--- config.mk ---
export PLATFORM = sky130hd
export DESIGN_NAME = ibus_frame_receiver_top
export DESIGN_NICKNAME = d
export VERILOG_FILES = /design/src/rtl/ibfr_pkg.sv /design/src/rtl/ibus_frame_receiver_top.sv /design/src/rtl/ibfr_front.sv /design/src/rtl/ibfr_fifo.sv /design/src/rtl/ibfr_back.sv
export SDC_FILE = /design/constraint.sdc
export NUM_CORES = 1
export LEC_CHECK = 0
export ABC_AREA = 1
export BUFFER_PORTS_ARGS = -buffer_cell sky130_fd_sc_hd__buf_2
export CORE_AREA = 3 3 148 222
export DETAILED_ROUTE_END_ITERATION = 16
export DIE_AREA = 0 0 151 225
export GPL_TIMING_DRIVEN = 0
export PLACE_DENSITY = 0.74
export SYNTH_ARGS = -nofsm -noshare
export SYNTH_HDL_FRONTEND = slang
export SYNTH_SLANG_ARGS = --single-unit
--- constraint.sdc ---
create_clock -name aclk -period 3.5 [get_ports aclk]
set_input_delay 0.35 -clock aclk [delete_from_list [all_inputs] [get_ports aclk]]
set_output_delay 0.35 -clock aclk [all_outputs]
set_load 0.05 [all_outputs]
--- src/rtl/ibfr_pkg.sv ---
// Shared types, constants and helpers of the i-BUS frame receiver.
package ibfr_pkg;

    localparam int FRAME_BYTES  = 32;
    localparam int NUM_CHANNELS = 6;
    localparam int OUT_CHANNELS = 6;
    localparam int CSUM_SPAN    = 30;
    localparam int THR_CHANNEL  = 2;

    localparam int IDX_W        = $clog2(FRAME_BYTES);
    localparam int CH_W         = (NUM_CHANNELS > 1) ? $clog2(NUM_CHANNELS) : 1;
    localparam int CH_END       = 2 + 2 * NUM_CHANNELS;
    localparam int CH_LIMIT     = (CH_END < CSUM_SPAN) ? CH_END : CSUM_SPAN;
    localparam int OUT_W        = 16 * OUT_CHANNELS;

    localparam logic [IDX_W-1:0] IDX_CH_FIRST = IDX_W'(2);
    localparam logic [IDX_W-1:0] IDX_CH_LIMIT = IDX_W'(CH_LIMIT);
    localparam logic [IDX_W-1:0] IDX_SPAN     = IDX_W'(CSUM_SPAN);
    localparam logic [IDX_W-1:0] IDX_CSUM_LO  = IDX_W'(FRAME_BYTES - 2);
    localparam logic [IDX_W-1:0] IDX_CSUM_HI  = IDX_W'(FRAME_BYTES - 1);

    localparam logic [7:0]  HEADER_BYTE = 8'h20;
    localparam logic [15:0] CSUM_INIT   = 16'hFFFF;
    localparam logic [15:0] CH_DEFAULT  = 16'd1500;
    localparam logic [15:0] THR_DEFAULT = 16'd1000;

    localparam logic STATUS_GOOD = 1'b0;
    localparam logic STATUS_BAD  = 1'b1;

    localparam int Q_DEPTH = 4;
    localparam int Q_AW    = $clog2(Q_DEPTH);

    typedef logic [15:0] chan_t;

    typedef enum logic [1:0] {
        OP_CH_LO,
        OP_CH_HI,
        OP_END
    } op_t;

    // One queue entry: a channel byte to store, or the end of a frame with its status.
    typedef struct packed {
        op_t             op;
        logic [CH_W-1:0] ch;
        logic [7:0]      data;
    } q_item_t;

    function automatic chan_t ch_reset(int i);
        return (i == THR_CHANNEL) ? THR_DEFAULT : CH_DEFAULT;
    endfunction

    function automatic logic [OUT_W-1:0] default_out();
        logic [OUT_W-1:0] v;
        v = '0;
        for (int j = 0; j < OUT_CHANNELS; j++) begin
            if (j < NUM_CHANNELS) begin
                v[j*16 +: 16] = ch_reset(j);
            end
        end
        return v;
    endfunction

endpackage

--- src/rtl/ibus_frame_receiver_top.sv ---
// Top level of the i-BUS receiver frame decoder.
//
// The s_ channel takes one received serial byte per transfer. Bytes are
// dropped until a 0x20 header opens a 32-byte frame. After the last byte of
// each frame the m_ channel carries one transfer: m_tuser is the status
// (0 accepted, 1 checksum mismatch) and m_tdata the six held channels,
// updated from the frame only when its checksum is good.
// Throughput is one byte per cycle; s_tready stays high as long as the
// four-entry operation queue between the front and back ends has room.
// The frame's end passes through the queue into the result register that
// drives m_tvalid, once that register is free. While m_tready is
// low the result is held, and the queue absorbs channel bytes; when the
// queue fills, s_tready drops.
// Reset returns to hunting, empties the queue, clears m_tvalid and sets
// the held channels to 1500, with the throttle channel at 1000.
module ibus_frame_receiver_top (
    input  logic                        aclk,
    input  logic                        aresetn,
    input  logic                        s_tvalid,
    output logic                        s_tready,
    input  logic [7:0]                  s_tdata,   // rx_byte
    output logic                        m_tvalid,
    input  logic                        m_tready,
    // roll, pitch, throttle, yaw, aux_a, aux_b channels, 16 bits each
    output logic [ibfr_pkg::OUT_W-1:0]  m_tdata,
    output logic                        m_tuser    // frame_status
);

    ibfr_pkg::q_item_t  push_item;
    ibfr_pkg::q_item_t  pop_item;
    logic               push;
    logic               pop;
    logic               q_full;
    logic               q_empty;

    ibfr_front u_front (
        .aclk      (aclk),
        .aresetn   (aresetn),
        .s_tvalid  (s_tvalid),
        .s_tready  (s_tready),
        .s_tdata   (s_tdata),
        .q_full    (q_full),
        .push      (push),
        .push_item (push_item)
    );

    ibfr_fifo u_fifo (
        .aclk      (aclk),
        .aresetn   (aresetn),
        .push      (push),
        .push_item (push_item),
        .full      (q_full),
        .pop       (pop),
        .pop_item  (pop_item),
        .empty     (q_empty)
    );

    ibfr_back u_back (
        .aclk      (aclk),
        .aresetn   (aresetn),
        .item      (pop_item),
        .empty     (q_empty),
        .pop       (pop),
        .m_tvalid  (m_tvalid),
        .m_tready  (m_tready),
        .m_tdata   (m_tdata),
        .m_tuser   (m_tuser)
    );

endmodule

--- src/rtl/ibfr_front.sv ---
// Front end: frame hunting, byte position tracking and checksum check.
module ibfr_front (
    input  logic                     aclk,
    input  logic                     aresetn,
    input  logic                     s_tvalid,
    output logic                     s_tready,
    input  logic [7:0]               s_tdata,
    input  logic                     q_full,
    output logic                     push,
    output ibfr_pkg::q_item_t        push_item
);

    logic                         in_frame_reg, in_frame_next;
    logic [ibfr_pkg::IDX_W-1:0]   idx_reg, idx_next;
    logic [15:0]                  csum_reg, csum_next;
    logic [7:0]                   lo_reg, lo_next;
    logic [ibfr_pkg::IDX_W-1:0]   ch_off;
    logic                         accept;

    assign s_tready = !q_full;
    assign accept   = s_tvalid && !q_full;
    assign ch_off   = idx_reg - ibfr_pkg::IDX_CH_FIRST;

    always_comb begin
        in_frame_next = in_frame_reg;
        idx_next      = idx_reg;
        csum_next     = csum_reg;
        lo_next       = lo_reg;
        push          = 1'b0;
        push_item     = '0;
        push_item.op  = ibfr_pkg::OP_CH_LO;
        if (accept) begin
            if (!in_frame_reg) begin
                if (s_tdata == ibfr_pkg::HEADER_BYTE) begin
                    in_frame_next = 1'b1;
                    idx_next      = ibfr_pkg::IDX_W'(1);
                    csum_next     = ibfr_pkg::CSUM_INIT - {8'h00, s_tdata};
                end
            end else begin
                if (idx_reg < ibfr_pkg::IDX_SPAN) begin
                    csum_next = csum_reg - {8'h00, s_tdata};
                end
                if (idx_reg >= ibfr_pkg::IDX_CH_FIRST && idx_reg < ibfr_pkg::IDX_CH_LIMIT) begin
                    push           = 1'b1;
                    push_item.op   = idx_reg[0] ? ibfr_pkg::OP_CH_HI : ibfr_pkg::OP_CH_LO;
                    push_item.ch   = ibfr_pkg::CH_W'(ch_off >> 1);
                    push_item.data = s_tdata;
                end
                if (idx_reg == ibfr_pkg::IDX_CSUM_LO) begin
                    lo_next = s_tdata;
                end
                if (idx_reg == ibfr_pkg::IDX_CSUM_HI) begin
                    // The received word is compared with the checksum of bytes 0 to 29.
                    push           = 1'b1;
                    push_item.op   = ibfr_pkg::OP_END;
                    push_item.data = {7'b0, ({s_tdata, lo_reg} != csum_reg)};
                    in_frame_next  = 1'b0;
                    idx_next       = '0;
                    csum_next      = ibfr_pkg::CSUM_INIT;
                end else begin
                    idx_next = idx_reg + ibfr_pkg::IDX_W'(1);
                end
            end
        end
    end

    always_ff @(posedge aclk) begin
        if (!aresetn) begin
            in_frame_reg <= 1'b0;
            idx_reg      <= '0;
            csum_reg     <= ibfr_pkg::CSUM_INIT;
        end else begin
            in_frame_reg <= in_frame_next;
            idx_reg      <= idx_next;
            csum_reg     <= csum_next;
        end
        lo_reg <= lo_next;
    end

endmodule

--- src/rtl/ibfr_fifo.sv ---
// Short queue of decoded operations between the front and back ends.
module ibfr_fifo (
    input  logic                aclk,
    input  logic                aresetn,
    input  logic                push,
    input  ibfr_pkg::q_item_t   push_item,
    output logic                full,
    input  logic                pop,
    output ibfr_pkg::q_item_t   pop_item,
    output logic                empty
);

    ibfr_pkg::q_item_t          mem_reg [ibfr_pkg::Q_DEPTH];
    logic [ibfr_pkg::Q_AW-1:0]  wr_ptr_reg;
    logic [ibfr_pkg::Q_AW-1:0]  rd_ptr_reg;
    logic [ibfr_pkg::Q_AW:0]    count_reg, count_next;

    assign full     = (count_reg == (ibfr_pkg::Q_AW+1)'(ibfr_pkg::Q_DEPTH));
    assign empty    = (count_reg == '0);
    assign pop_item = mem_reg[rd_ptr_reg];

    always_comb begin
        count_next = count_reg;
        if (push && !pop) begin
            count_next = count_reg + (ibfr_pkg::Q_AW+1)'(1);
        end else if (pop && !push) begin
            count_next = count_reg - (ibfr_pkg::Q_AW+1)'(1);
        end
    end

    always_ff @(posedge aclk) begin
        if (!aresetn) begin
            wr_ptr_reg <= '0;
            rd_ptr_reg <= '0;
            count_reg  <= '0;
        end else begin
            if (push) begin
                wr_ptr_reg <= wr_ptr_reg + ibfr_pkg::Q_AW'(1);
            end
            if (pop) begin
                rd_ptr_reg <= rd_ptr_reg + ibfr_pkg::Q_AW'(1);
            end
            count_reg <= count_next;
        end
    end

    always_ff @(posedge aclk) begin
        if (push) begin
            mem_reg[wr_ptr_reg] <= push_item;
        end
    end

endmodule

--- src/rtl/ibfr_back.sv ---
// Back end: channel assembly, held channel update and the result register.
module ibfr_back (
    input  logic                         aclk,
    input  logic                         aresetn,
    input  ibfr_pkg::q_item_t            item,
    input  logic                         empty,
    output logic                         pop,
    output logic                         m_tvalid,
    input  logic                         m_tready,
    output logic [ibfr_pkg::OUT_W-1:0]   m_tdata,
    output logic                         m_tuser
);

    ibfr_pkg::chan_t               pending_reg [ibfr_pkg::NUM_CHANNELS];
    ibfr_pkg::chan_t               held_reg    [ibfr_pkg::NUM_CHANNELS];
    logic                          out_valid_reg;
    logic                          out_status_reg;
    logic [ibfr_pkg::OUT_W-1:0]    out_data_reg;
    logic [ibfr_pkg::OUT_W-1:0]    out_data_next;
    logic                          out_free;
    logic                          take_end;
    logic                          good;

    assign out_free = !out_valid_reg || m_tready;
    // An end of frame waits for the result register; channel bytes never wait.
    assign pop      = !empty && ((item.op != ibfr_pkg::OP_END) || out_free);
    assign take_end = pop && (item.op == ibfr_pkg::OP_END);
    assign good     = (item.data[0] == ibfr_pkg::STATUS_GOOD);

    for (genvar j = 0; j < ibfr_pkg::OUT_CHANNELS; j++) begin : g_out
        if (j < ibfr_pkg::NUM_CHANNELS) begin : g_live
            assign out_data_next[j*16 +: 16] = good ? pending_reg[j] : held_reg[j];
        end else begin : g_zero
            assign out_data_next[j*16 +: 16] = '0;
        end
    end

    always_ff @(posedge aclk) begin
        if (pop && item.op == ibfr_pkg::OP_CH_LO) begin
            pending_reg[item.ch][7:0] <= item.data;
        end
        if (pop && item.op == ibfr_pkg::OP_CH_HI) begin
            pending_reg[item.ch][15:8] <= item.data;
        end
        if (take_end) begin
            out_data_reg   <= out_data_next;
            out_status_reg <= item.data[0];
        end
    end

    always_ff @(posedge aclk) begin
        if (!aresetn) begin
            out_valid_reg <= 1'b0;
            for (int i = 0; i < ibfr_pkg::NUM_CHANNELS; i++) begin
                held_reg[i] <= ibfr_pkg::ch_reset(i);
            end
        end else begin
            if (take_end) begin
                out_valid_reg <= 1'b1;
            end else if (m_tready) begin
                out_valid_reg <= 1'b0;
            end
            if (take_end && good) begin
                for (int i = 0; i < ibfr_pkg::NUM_CHANNELS; i++) begin
                    held_reg[i] <= pending_reg[i];
                end
            end
        end
    end

    assign m_tvalid = out_valid_reg;
    assign m_tdata  = out_data_reg;
    assign m_tuser  = out_status_reg;

endmodule

Word level (Yosys, flattened, before mapping)
Memories as Yosys holds them, arrays and structs flattened. A register that Yosys moved wholly into a read port is not among the register bits.
Index checks and enable logic that the tools add are counted.
{"block": "classes", "n_mux": 48, "magnitude_cmp": 3, "add_sub_neg": 8, "reduce_logical": 24, "eq_ne": 9, "bitwise": 7}
{"op": "$mux 16", "count": 16}
{"op": "$mux 13", "count": 3}
{"op": "$mux 1", "count": 20}
{"op": "$ne 16x16->1", "count": 1}
{"op": "$sub 16x8->16", "count": 1}
{"op": "$mux 5", "count": 3}
{"op": "$eq 5x5->1 const B", "count": 2}
{"op": "$sub 1x9->10 const A", "count": 1}
{"op": "$logic_and 1x1->1", "count": 9}
{"op": "$eq 8x6->1 const B", "count": 1}
{"op": "$mux 8", "count": 1}
{"op": "$mux 2", "count": 3}
{"op": "$mux 3", "count": 2}
{"op": "$or 1x1->1", "count": 6}
{"op": "$reduce_and 3->1", "count": 2}
{"op": "$reduce_bool 2->1", "count": 3}
{"op": "$add 5x1->5 const B", "count": 1}
{"op": "$ge 5x2->1 const B", "count": 1}
{"op": "$logic_not 1->1", "count": 5}
{"op": "$lt 5x4->1 const B", "count": 1}
{"op": "$lt 5x5->1 const B", "count": 1}
{"op": "$add 2x1->2 const B", "count": 2}
{"op": "$sub 4x2->4 const B", "count": 1}
{"op": "$add 3x1->3 const B", "count": 1}
{"op": "11 further kinds", "count": 12}
{"block": "word_totals", "mem_count": 3, "ff_bits": 135, "output_inout_bits": 99, "mem_bits_rw": 244, "wordCells": 112}
{"memory": "u_back.held_reg", "words": 6, "width": 16, "read_ports": 6, "rd_ports_with_merged_regs": 0, "wr": 6, "line_no": "ibfr_back.sv:15", "text": "ibfr_pkg::chan_t held_reg [ibfr_pkg::NUM_CHANNELS];"}
{"memory": "u_back.pending_reg", "words": 6, "width": 16, "read_ports": 6, "rd_ports_with_merged_regs": 0, "wr": 1, "line_no": "ibfr_back.sv:14", "text": "ibfr_pkg::chan_t pending_reg [ibfr_pkg::NUM_CHANNELS];"}
{"memory": "u_fifo.mem_reg", "words": 4, "width": 13, "read_ports": 1, "rd_ports_with_merged_regs": 1, "wr": 1, "line_no": "ibfr_fifo.sv:13", "text": "ibfr_pkg::q_item_t mem_reg [ibfr_pkg::Q_DEPTH];"}

Depth between registers and ports, before layout
Gate-level depths: netlist (run 1).
{"block": "logic_depth", "word_depth": 10, "mapped_depth": 16}

By module
From an unflattened synthesis (run 1), not the netlist that was laid out.
{"block": "hier_totals", "hier_cells": 1244, "hier_area_um2": 15552.4}
{"mod": "ibfr_back", "instances": 1, "cells_per_inst": 748, "area_each_um2": 10911.7, "seq_area_each_um2": 8698.3}
{"mod": "ibfr_fifo", "instances": 1, "cells_per_inst": 184, "area_each_um2": 2418.6, "seq_area_each_um2": 1741.7}
{"mod": "ibfr_front", "instances": 1, "cells_per_inst": 312, "area_each_um2": 2222.1, "seq_area_each_um2": 680.7}

Least setup slack after synthesis (run 1)
No wires, ideal clock.
{"block": "synth_path", "path_type": "reg2reg", "from": "reg u_back.out_valid_reg (netlist: u_back.m_tvalid)", "to": "mem u_back.held_reg[0][0] (netlist bit) (enable)", "t_arrival_ns": 2.909, "n_path_buf": 2, "setup_slack_ns": -0.310, "setup_ns": 0.902, "path_stages_with_launch": 8, "t_required_ns": 2.598, "cell_sequence": "dfxtp_1 -> inv_1 -> nor2_1 -> inv_1 -> nand4_2 -> buf_4 -> buf_6 -> nand2_1"}
{"element": "from (decl)", "line_no": "ibfr_back.sv:16", "text": "logic out_valid_reg;"}
{"element": "from (signal assigned)", "line_no": "ibfr_back.sv:53", "text": "out_valid_reg <= 1'b0;"}
{"element": "from (signal assigned)", "line_no": "ibfr_back.sv:59", "text": "out_valid_reg <= 1'b1;"}
{"element": "from (signal assigned)", "line_no": "ibfr_back.sv:61", "text": "out_valid_reg <= 1'b0;"}
{"element": "to (decl)", "line_no": "ibfr_back.sv:15"}

Final worst setup path (run 1)
{"block": "layout_path", "from": "reg u_front.idx_reg[1] (netlist bit)", "to": "mem u_fifo.mem_reg[1][5] (netlist bit) (enable)"}
{"block": "layout_between", "elab_chain_len": 8, "elab_cells_between_ends": 10}
{"element": "from (decl)", "line_no": "ibfr_front.sv:14", "text": "logic [ibfr_pkg::IDX_W-1:0] idx_reg, idx_next;"}
{"element": "from (signal assigned)", "line_no": "ibfr_front.sv:74", "text": "idx_reg <= idx_next;"}
{"element": "$ge 5x2->1 / $lt 5x4->1 (equally long branches)", "line_no": "ibfr_front.sv:43", "text": "if (idx_reg >= ibfr_pkg::IDX_CH_FIRST && idx_reg < ibfr_pkg::IDX_CH_LIMIT) begin"}
{"element": "$logic_and 1x1->1", "line_no": "ibfr_front.sv:43"}
{"element": "$mux 1", "line_no": "ibfr_front.sv:43"}
{"element": "$mux 1 (*)", "line_no": "ibfr_front.sv:52", "text": "if (idx_reg == ibfr_pkg::IDX_CSUM_HI) begin"}
{"element": "$mux 1 (*)", "line_no": "ibfr_front.sv:33", "text": "if (!in_frame_reg) begin"}
{"element": "$mux 1 (*)", "line_no": "ibfr_front.sv:32", "text": "if (accept) begin"}
{"element": "$mux 1 (*)", "line_no": "ibfr_fifo.sv:48", "text": "if (push) begin"}
{"element": "$mux 1 (not written as such) (*)", "line_no": "ibfr_fifo.sv:49", "text": "mem_reg[wr_ptr_reg] <= push_item;"}
{"element": "to (decl)", "line_no": "ibfr_fifo.sv:13"}
Every way passes the cells marked *; elsewhere a longest branch is shown, timed or not.

==> results_dict.tcl, run 1 <==
set metrics [dict create \
    path_class "flip-flop to flip-flop" \
    wl_per_cell_um 16.95 \
    cp_cell_sequence "ha_1 -> inv_1 -> nor3_1 -> ha_1 -> inv_1 -> nand2_1 -> nand3_1 -> nor2_1" \
    r2r-end "u_fifo.mem_reg[1][5]" \
    wl_met1_mm 11.44 \
    power.switching_w 0.007216 \
    slew_violations 0 \
    drtPass1Iterations 5 \
    ys_warn_count 0 \
    core_um2 31040 \
    cts_sinks 381 \
    skew_ns 0.02694 \
    reg2reg_slack_ns 0.62 \
    max_stage_delay_ns 0.98 \
    top_layer "met4" \
    reg2reg_depth 8 \
    mappedNetlistNets 1306 \
    fin_nets 1455 \
    post-route-period-util_pct 82.37 \
    io_buffers 109 \
    avgSynthCellArea_um2 12.14 \
    comb_power_share_pct 37.4 \
    cp_slowest_cell "nor2_1" \
    die_area_um2 33980 \
    area_growth_pct 14.85 \
    ys_ff_latch 381 \
    crit_path_max_fanout 13 \
    p_leak_nw 6.726 \
    ant_nets 0 \
    r2r-start "u_front.idx_reg[1]" \
    syn_area_um2 15460 \
    fin_crit_ns 2.883 \
    wl_mm 31.40 \
    post-cts-setup-buffers 0 \
    htree_num_levels 2 \
    rsz0062_at_grt "no" \
    drv_cap 0 \
    met3_length_mm 1.698 \
    cts_made_buffers 35 \
    grt_pass1_wl_mm 48.76 \
    final.setup.tns_ns 0 \
    holdCritStartpoint "s_tdata[7]" \
    hold_violations 0 \
    path_buf_inv 2 \
    drc_errors 0 \
    worst-path-stages 8 \
    ir_drop_mv 0.6092 \
    cts-root-buf "clkbuf_16" \
    clock_latency_ns 0.53 \
    required_ns 3.62 \
    dieHeight_um 225 \
    holdPathEnd "u_front.lo_reg[7]" \
    n_fill_cell 2471 \
    seq_power_share_pct 41.5 \
    grt_use_total_pct 18.59 \
    slew_headroom_pct 15.68 \
    holdCritPathClass "primary input to flip-flop" \
    setup_violations 0 \
    worst_slew_pin_slew_ns 1.255 \
    design.portCount 111 \
    start_util_pct 49.83 \
    clkPwrFrac_pct 21.1 \
    path_delay_family "simple AND/OR/NAND/NOR gates" \
    outcome "complete, no violations" \
    antenna_cells 0 \
    power_density_nw_per_um2 993.8 \
    path_clk_slew_ns 0.07 \
    min_path_cells 1 \
    gp_congestion 0.8505 \
    switching_share_pct 40.88 \
    fmax_mhz 346.9 \
    grt_max_degree 72 \
    yosysSeqAreaShare_pct 71.91 \
    endpoint_kind "flip-flop" \
    worstPathArrival_ns 3.00 \
    row_count 79 \
    drive_above_1_share_pct 17.13 \
    drtIter0Drc 540 \
    die_w_um 151 \
    setup_slack_ns 0.6170 \
    internal-power_w 0.01044 \
    wl_met2_mm 17.29 \
    pre_cts_ws_ns 0.4467 \
    holdBufCountCts 0 \
    crit_path_start_kind "flip-flop" \
    cts.repair.resized 0 \
    dp_hpwl_mm 21.86 \
    synthCells 1274 \
    gr-total-overflow 0 \
    cts_max_path_buffers 3 \
    synth.distinct_cells 36 \
    vias 9545 \
    viasPerCell 5.151 \
    grt_pass1_vias 9257 \
    tritoncts "built" \
    antenna_found_initial 0 \
]
cells in the mapped netlist (all sizes together):
| cell | instances | area, µm² |
|---|---|---|
| o21bai | 2 | 15.01 |
| nand2 | 267 | 1002 |
| a31oi | 1 | 6.260 |
| edfxtp | 349 | 10480 |
| a21oi | 31 | 158.9 |
| nor3 | 69 | 540.5 |
| ha | 18 | 225.2 |
| o22ai | 7 | 43.79 |
| fa | 2 | 40.04 |
| nand3 | 47 | 240.2 |
| o211ai | 1 | 7.510 |
| dfxtp | 32 | 640.6 |
| xnor2 | 13 | 113.9 |
| nand3b | 1 | 7.510 |
| clkbuf | 26 | 97.59 |
| a32oi | 1 | 8.760 |
| nand4 | 11 | 75.07 |
| xor2 | 6 | 52.55 |
| nor2 | 68 | 265.3 |
| inv | 172 | 648.1 |
| clkinv | 1 | 3.750 |
| a211oi | 1 | 7.510 |
| o21ai | 125 | 629.4 |
| buf | 23 | 155.1 |
power by group through the flow:
| stage | registers [W] | logic [W] | clock network (W) |
|---|---|---|---|
| after floorplan | 0.00963 | 0.00241 | 0 |
| after global placement | 0.00742 | 0.00623 | 0 |
| after detailed placement | 0.00743 | 0.00663 | 0 |
| after CTS | 0.00734 | 0.00665 | 0.00380 |
| after global routing | 0.00742 | 0.00708 | 0.00399 |
| final | 0.00732 | 0.00660 | 0.00373 |
cell type report:
type | instances | area [µm²] | area share [%]
plain buffers | 49 | 252.7 | 1.423
clock buffers | 39 | 912.1 | 5.136
clock inverters | 23 | 215.2 | 1.212
inverters | 173 | 654.4 | 3.684
multi-input cells | 671 | 3491 | 19.65
flip-flops and latches | 381 | 11120 | 62.61
well taps | 405 | 506.7 | 2.853
repair buffers | 112 | 608.1 | 3.424
cells in the final DEF (no fill, tap or decap), types with 2 or more instances in the layout:
cell type	count
buf_2	122
ha_1	18
clkinv_2	7
nor3_1	30
nand4_1	10
dfxtp_1	32
a21oi_1	30
nand2_1	266
o21ai_0	123
nor2_1	66
bufinv_16	3
clkinv_1	7
inv_4	2
o21bai_1	2
fa_1	2
xnor2_1	13
o22ai_2	7
buf_6	4
inv_6	2
inv_1	165
clkbuf_16	36
inv_2	5
buf_4	6
clkbuf_1	29
nor3_2	39
edfxtp_1	349
nand3_1	46
clkinvlp_4	3
xor2_1	6
per-layer routing:
metal / vias to the layer above / track usage, %
met1: 4557 / 20.95
met4: 0 / 6.879
met2: 274 / 34.97
met5: - / 0
li1: 4646 / -
met3: 68 / 2.877
stage by stage:
stage | hold slack (ns) | power (W) | instances | util, % | cell area [µm²]
after CTS | 0.007150 | 0.01779 | 1853 | 57.18 | 17750
after floorplan | 0.4489 | 0.01204 | 1274 | - | 15470
after global placement | 0.4760 | 0.01366 | 1788 | 53.23 | 16520
after detailed placement | 0.4810 | 0.01405 | 1791 | 53.55 | 16620
final | 0.02751 | 0.01765 | 1853 | 57.22 | 17760
after global routing | 0.02667 | 0.01849 | 1853 | 57.22 | 17760
worst max-delay path by stage:
stage / start / endpoint / slack, ns
2_1_floorplan: flip-flop / u_back.m_tdata[0] / 0.23
3_3_place_gp: flip-flop / u_back.m_tdata[40] / -0.56
3_5_place_dp: flip-flop / u_back.pending_reg[5][7] / 0.45
4_1_cts: flip-flop / u_back.pending_reg[0][7] / 0.42
5_1_grt: u_front.idx_reg[1] / u_fifo.count_reg[2] / 0.30
6_report: u_front.idx_reg[1] / u_fifo.mem_reg[1][5] / 0.62
kinds of logic (layout without fill, tap and decap cells):
| family | count (synthesis) | count (layout) | share of synthesized area (%) |
|---|---|---|---|
| flops | 381 | 381 | 71.91 |
| buf+inv | 222 | 396 | 5.849 |
| xor+xnor | 19 | 19 | 1.076 |
| simple gates | 463 | 463 | 13.78 |
| compound gates | 169 | 169 | 5.672 |
| fa+ha+maj | 20 | 20 | 1.715 |
(Power assumes the default switching activity.)
==> run 2: changes to the inputs <==
==> constraint.sdc (replaced) <==
create_clock -name aclk -period 2.6 [get_ports aclk]
set_input_delay 0.26 -clock aclk [delete_from_list [all_inputs] [get_ports aclk]]
set_output_delay 0.26 -clock aclk [all_outputs]
set_load 0.05 [all_outputs]
==> run 2 against run 1 <==
Against the previous run: first-iteration DRC count grew 24%; critical path depth is 2 lower; utilization up 0.52 points; global-route usage is 0.22 points higher; fmax increased by 16%.
==> results_dict.tcl, run 2 (synthesized netlist as in run 1, its figures left out) <==
set metrics [dict create \
    area_growth_pct 15.88 \
    crit_path_max_fanout 12 \
    rsz0062_at_grt "yes" \
    slew_violations 0 \
    path_clk_slew_ns 0.06 \
    die_area_um2 33980 \
    cts_max_path_buffers 3 \
    die_w_um 151 \
    holdWs_ns 0.05873 \
    drtIter0Drc 667 \
    final_cell_mix "349 x edfxtp_1, 265 x nand2_1, 164 x inv_1, 122 x buf_2, 122 x o21ai_0" \
    fmax_mhz 402.0 \
    dp_hpwl_mm 21.49 \
    wl_mm 31.89 \
    path_buf_inv 4 \
    final.setup.tns_ns 0 \
    cts-root-buf "clkbuf_16" \
    setup_slack_ns 0.1127 \
    outcome "complete, no violations" \
    endpoint_kind "flip-flop" \
    holdCritPathClass "primary input to flip-flop" \
    dieHeight_um 225 \
    drtPass1Iterations 5 \
    drv_cap 0 \
    cts_sinks 381 \
    clock_latency_ns 0.53 \
    path_delay_family "buffers and inverters" \
    worstPathArrival_ns 2.68 \
    holdCritStartpoint "s_tdata[0]" \
    antenna_cells 0 \
    antenna_found_initial 0 \
    grt_pass1_wl_mm 49.57 \
    cp_slowest_cell "o22ai_2" \
    core_um2 31040 \
    total_power_w 0.02258 \
    fin_nets 1465 \
    max_stage_delay_ns 0.74 \
    drc_errors 0 \
    design.portCount 111 \
    vias 9664 \
    setup_violations 0 \
    cp_common_cell "clkbuf_1" \
    gp_congestion 0.8956 \
    cp_cell_sequence "buf_6 -> inv_4 -> clkbuf_1 -> clkbuf_1 -> nor2_1 -> o22ai_2" \
    grt_pass1_vias 9447 \
    grt_max_degree 97 \
    grt_use_total_pct 18.81 \
    cts_made_buffers 35 \
    ant_nets 0 \
    final_common_cell "edfxtp_1" \
    worst_slew_pin_slew_ns 1.049 \
    io_buffers 109 \
    tritoncts "built" \
    wl_per_cell_um 17.13 \
    htree_num_levels 2 \
    fin_crit_ns 2.487 \
    pre_cts_ws_ns -0.3857 \
    p_leak_nw 6.823 \
    post-route-period-util_pct 95.66 \
    ir_drop_mv 0.7450 \
    gr-total-overflow 0 \
    drive_above_1_share_pct 18.87 \
    viasPerCell 5.190 \
    reg2reg_slack_ns 0.11 \
    required_ns 2.79 \
    slew_headroom_pct 30.04 \
    hold_violations 0 \
    power_density_nw_per_um2 1260 \
    crit_path_start_kind "flip-flop" \
    start_util_pct 49.83 \
    path_class "flip-flop to flip-flop" \
    skew_ns 0.01898 \
    row_count 79 \
]
run 2: cell types whose count changed in the layout (fill, tap and decap cells not counted), moves of 5 or more:
cell and delta:
clkinv_2 -5, dlygate4sd3_1 +7, nor2_1 -16, clkbuf_1 +5, nor2_2 +16
run 2: worst paths after layout:
check,cells after the start,end
min reg2reg,2,u_front.csum_reg[13]
max,6,u_back.pending_reg[0][11]
max reg2reg,6,u_back.pending_reg[0][11]
min,1,u_front.lo_reg[0]
run 2: repair_timing:
| item | 4_1_cts | 5_1_grt |
|---|---|---|
| buffers inserted | 1 | 2 |
| setup endpoints to repair | 198 | 241 |
| hold buffers | 7 | 0 |
| cloned | 0 | 1 |
| pin swaps | 1 | 0 |
| gates resized for setup | 13 | 23 |
| endpoints found under the hold margin | 7 | 0 |
run 2: power breakdown:
group	switching, W	internal (W)
sequential	0.000340	0.00907
clock	0.00216	0.00266
combinational	0.00674	0.00162
run 2: through the flow:
stage	instance area, µm²	utilization [%]	std cells
global route	17920	57.74	1862
detailed placement	16630	53.57	1791
finish	17920	57.74	1862
floorplan	15490	-	1274
global placement	16540	53.29	1788
CTS	17820	57.42	1859
run 2: cell type report:
type / instances / area [µm²]
sequential: 381 / 11130
fill: 2469 / 13120
buffer: 48 / 252.7
clock buffer: 48 / 975.9
timing repair buffer: 122 / 693.2
inverter: 173 / 655.6
tap: 405 / 506.7
clock inverter: 13 / 90.09
multi-input combinational: 672 / 3617
run 2: per-layer routing:
metal	up-vias	wire length (µm)	track usage [%]
li1	4657	-	-
met1	4652	11690	21.78
met2	289	17640	35.17
met3	66	1655	2.515
met4	0	908	6.733
met5	-	0	0
run 2: worst reg2reg max path: stages (launching register included):
cell      delay (ns)
dfxtp_1         0.31
buf_6           0.13
inv_4           0.09
clkbuf_1        0.39
clkbuf_1        0.40
nor2_1          0.10
o22ai_2         0.74
==> run 3: changes to the inputs <==
--- a/config.mk
+++ b/config.mk
@@ -7,11 +7,13 @@
 export LEC_CHECK = 0
 export ABC_AREA = 1
 export BUFFER_PORTS_ARGS = -buffer_cell sky130_fd_sc_hd__buf_2
-export CORE_AREA = 3 3 148 222
+export CELL_PAD_IN_SITES_DETAIL_PLACEMENT = 1
+export CELL_PAD_IN_SITES_GLOBAL_PLACEMENT = 2
+export CORE_AREA = 3 3 171 257
 export DETAILED_ROUTE_END_ITERATION = 16
-export DIE_AREA = 0 0 151 225
+export DIE_AREA = 0 0 174 260
 export GPL_TIMING_DRIVEN = 0
-export PLACE_DENSITY = 0.74
+export PLACE_DENSITY = 0.78
 export SYNTH_ARGS = -nofsm -noshare
 export SYNTH_HDL_FRONTEND = slang
 export SYNTH_SLANG_ARGS = --single-unit
==> run 3 against run 2 <==
Against the previous run: critical path type unchanged; wire length is 14% higher; sequential cell count stayed put; sequential power hardly changed; via count is 0.71% lower; design area is 1.3% higher; clock skew is 0.00081 ns higher; highest routed layer unchanged; first-iteration DRC count is 28% lower; largest cell class unchanged; critical endpoint is now u_fifo.count_reg[2]; fmax is 1.3% lower; worst setup slack worse by 0.033 ns; global-route usage is 2.7 points lower.
==> results_dict.tcl, run 3 (synthesized netlist as in run 1, its figures left out) <==
set metrics [dict create \
    io_buffers 109 \
    path_class "flip-flop to flip-flop" \
    reg2reg_depth 15 \
    fmax_mhz 396.7 \
    min_path_cells 1 \
    drtPass1Iterations 5 \
    p_leak_nw 6.844 \
    dp_hpwl_mm 25.51 \
    vias 9595 \
    die_area_um2 45240 \
    ir_drop_mv 0.4582 \
    worstPathArrival_ns 2.92 \
    max_stage_delay_ns 0.38 \
    area_growth_pct 17.43 \
    outcome "complete, no violations" \
    antenna_found_initial 0 \
    cts_sinks 381 \
    top_layer "met4" \
    wl_met1_mm 13.60 \
    power_density_nw_per_um2 1265 \
    viasPerCell 4.743 \
    start_util_pct 36.91 \
    drtIter0Drc 481 \
    drv_cap 0 \
    finalNonFillerCells 2023 \
    r2r-end "u_fifo.count_reg[2]" \
    rsz0062_at_grt "yes" \
    holdCritStartpoint "s_tdata[0]" \
    post-route-period-util_pct 96.95 \
    antenna_cells 0 \
    grt_pass1_wl_mm 56.70 \
    met3_length_mm 1.083 \
    gp_congestion 0.7824 \
    final.setup.tns_ns 0 \
    grt_use_total_pct 16.06 \
    cp_cell_sequence "ha_1 -> inv_1 -> nor3_2 -> ha_2 -> inv_1 -> nand2_1 -> nand3_4 -> inv_4 -> ha_1 -> inv_1 -> fa_1 -> a21oi_1 -> o21ai_1 -> o21ai_1 -> a21oi_1" \
    core_um2 41900 \
    drc_errors 0 \
    cp_slowest_cell "dfxtp_4" \
    slew_violations 0 \
    r2r-start "u_front.idx_reg[0]" \
    fin_crit_ns 2.521 \
    crit_path_start_kind "flip-flop" \
    final_common_cell "edfxtp_1" \
    required_ns 3.00 \
    path_buf_inv 4 \
    tritoncts "built" \
    endpoint_kind "flip-flop" \
    cts-root-buf "clkbuf_16" \
    path_clk_slew_ns 0.06 \
    ant_nets 0 \
    holdPathEnd "u_front.lo_reg[0]" \
    wl_per_cell_um 17.90 \
    worst_slew_pin_slew_ns 1.149 \
    placed_cells 1951 \
    design.portCount 111 \
    hold_violations 0 \
    fin_nets 1466 \
    path_delay_family "adder cells" \
    total_power_w 0.02298 \
    grt_pass1_vias 10250 \
    dieHeight_um 260 \
    clock_latency_ns 0.53 \
    slew_headroom_pct 23.41 \
    wl_mm 36.21 \
    grt_max_degree 49 \
    final_cell_mix "349 x edfxtp_1, 265 x nand2_1, 164 x inv_1, 122 x buf_2, 121 x o21ai_0" \
    reg2reg_slack_ns 0.08 \
    skew_ns 0.01978 \
    setup_violations 0 \
    htree_num_levels 2 \
    wl_met2_mm 20.62 \
    cts_max_path_buffers 3 \
    holdWs_ns 0.03681 \
    gr-total-overflow 0 \
    drive_above_1_share_pct 18.09 \
    cp_common_cell "inv_1" \
    cts_made_buffers 37 \
    row_count 92 \
    crit_path_max_fanout 7 \
    die_w_um 174 \
    holdCritPathClass "primary input to flip-flop" \
]
==> run 3: cell count changes in the layout (fill, tap and decap cells not counted), sizes merged <==
| cell | before | now |
|---|---|---|
| inv | 175 | 174 |
| bufinv | 0 | 1 |
| clkinv | 9 | 12 |
| buf | 138 | 137 |
==> run 3: how the worst max path moves through the flow <==
| stage | start | endpoint | slack (ns) | cells after the start |
|---|---|---|---|---|
| after global routing | flip-flop | u_back.pending_reg[1][11] | -0.18 | 7 |
| final | u_front.idx_reg[0] | u_fifo.count_reg[2] | 0.08 | 15 |
| after detailed placement | u_front.idx_reg[1] | u_fifo.mem_reg[3][5] | -0.48 | 8 |
| after CTS | flip-flop | u_back.pending_reg[0][7] | 0.005 | 6 |
| after global placement | flip-flop | u_back.m_tdata[41] | -0.79 | 9 |
| after floorplan | flip-flop | u_back.m_tdata[0] | -0.05 | 9 |
==> run 3: layout make-up <==
type / instances / area (µm²)
Sequential cell: 381 / 11130
Inverter: 173 / 658.1
Clock buffer: 48 / 997.2
Clock inverter: 16 / 107.6
Tap cell: 564 / 705.7
Timing Repair Buffer: 121 / 693.2
Buffer: 48 / 252.7
Fill cell: 4560 / 23740
Multi-Input combinational cell: 672 / 3615
==> run 3: what timing repair did <==
action	4_1_cts	5_1_grt
hold endpoints to repair	7	0
pin swaps	1	0
setup endpoints to repair	189	197
gates cloned	1	0
gates resized for setup	17	12
hold buffers	7	0
buffers inserted	1	0
==> run 3: where the power goes <==
group | switching [W] | internal, W | total (W) | leakage, nW
clock | 0.00218 | 0.00280 | 0.00499 | 0.537
sequential | 0.000364 | 0.00907 | 0.00943 | 3.46
combinational | 0.00691 | 0.00166 | 0.00856 | 2.85
total | 0.00945 | 0.0135 | 0.0230 | 6.84
==> run 3: per-layer routing <==
layer,vias up,global-route usage [%]
met3,55,2.162
met5,-,0
li1,4664,-
met2,149,32.15
met1,4727,17.27
met4,0,4.808
==> run 3: stage by stage <==
stage / area (µm²) / utilization [%] / worst slack (ns)
final: 18160 / 43.34 / 0.07930
after global routing: 18160 / 43.34 / -0.1799
after CTS: 18100 / 43.20 / 0.004625
after detailed placement: 16850 / 40.22 / -0.4764
after global placement: 16740 / 39.95 / -0.7935
after floorplan: 15490 / - / -0.05463
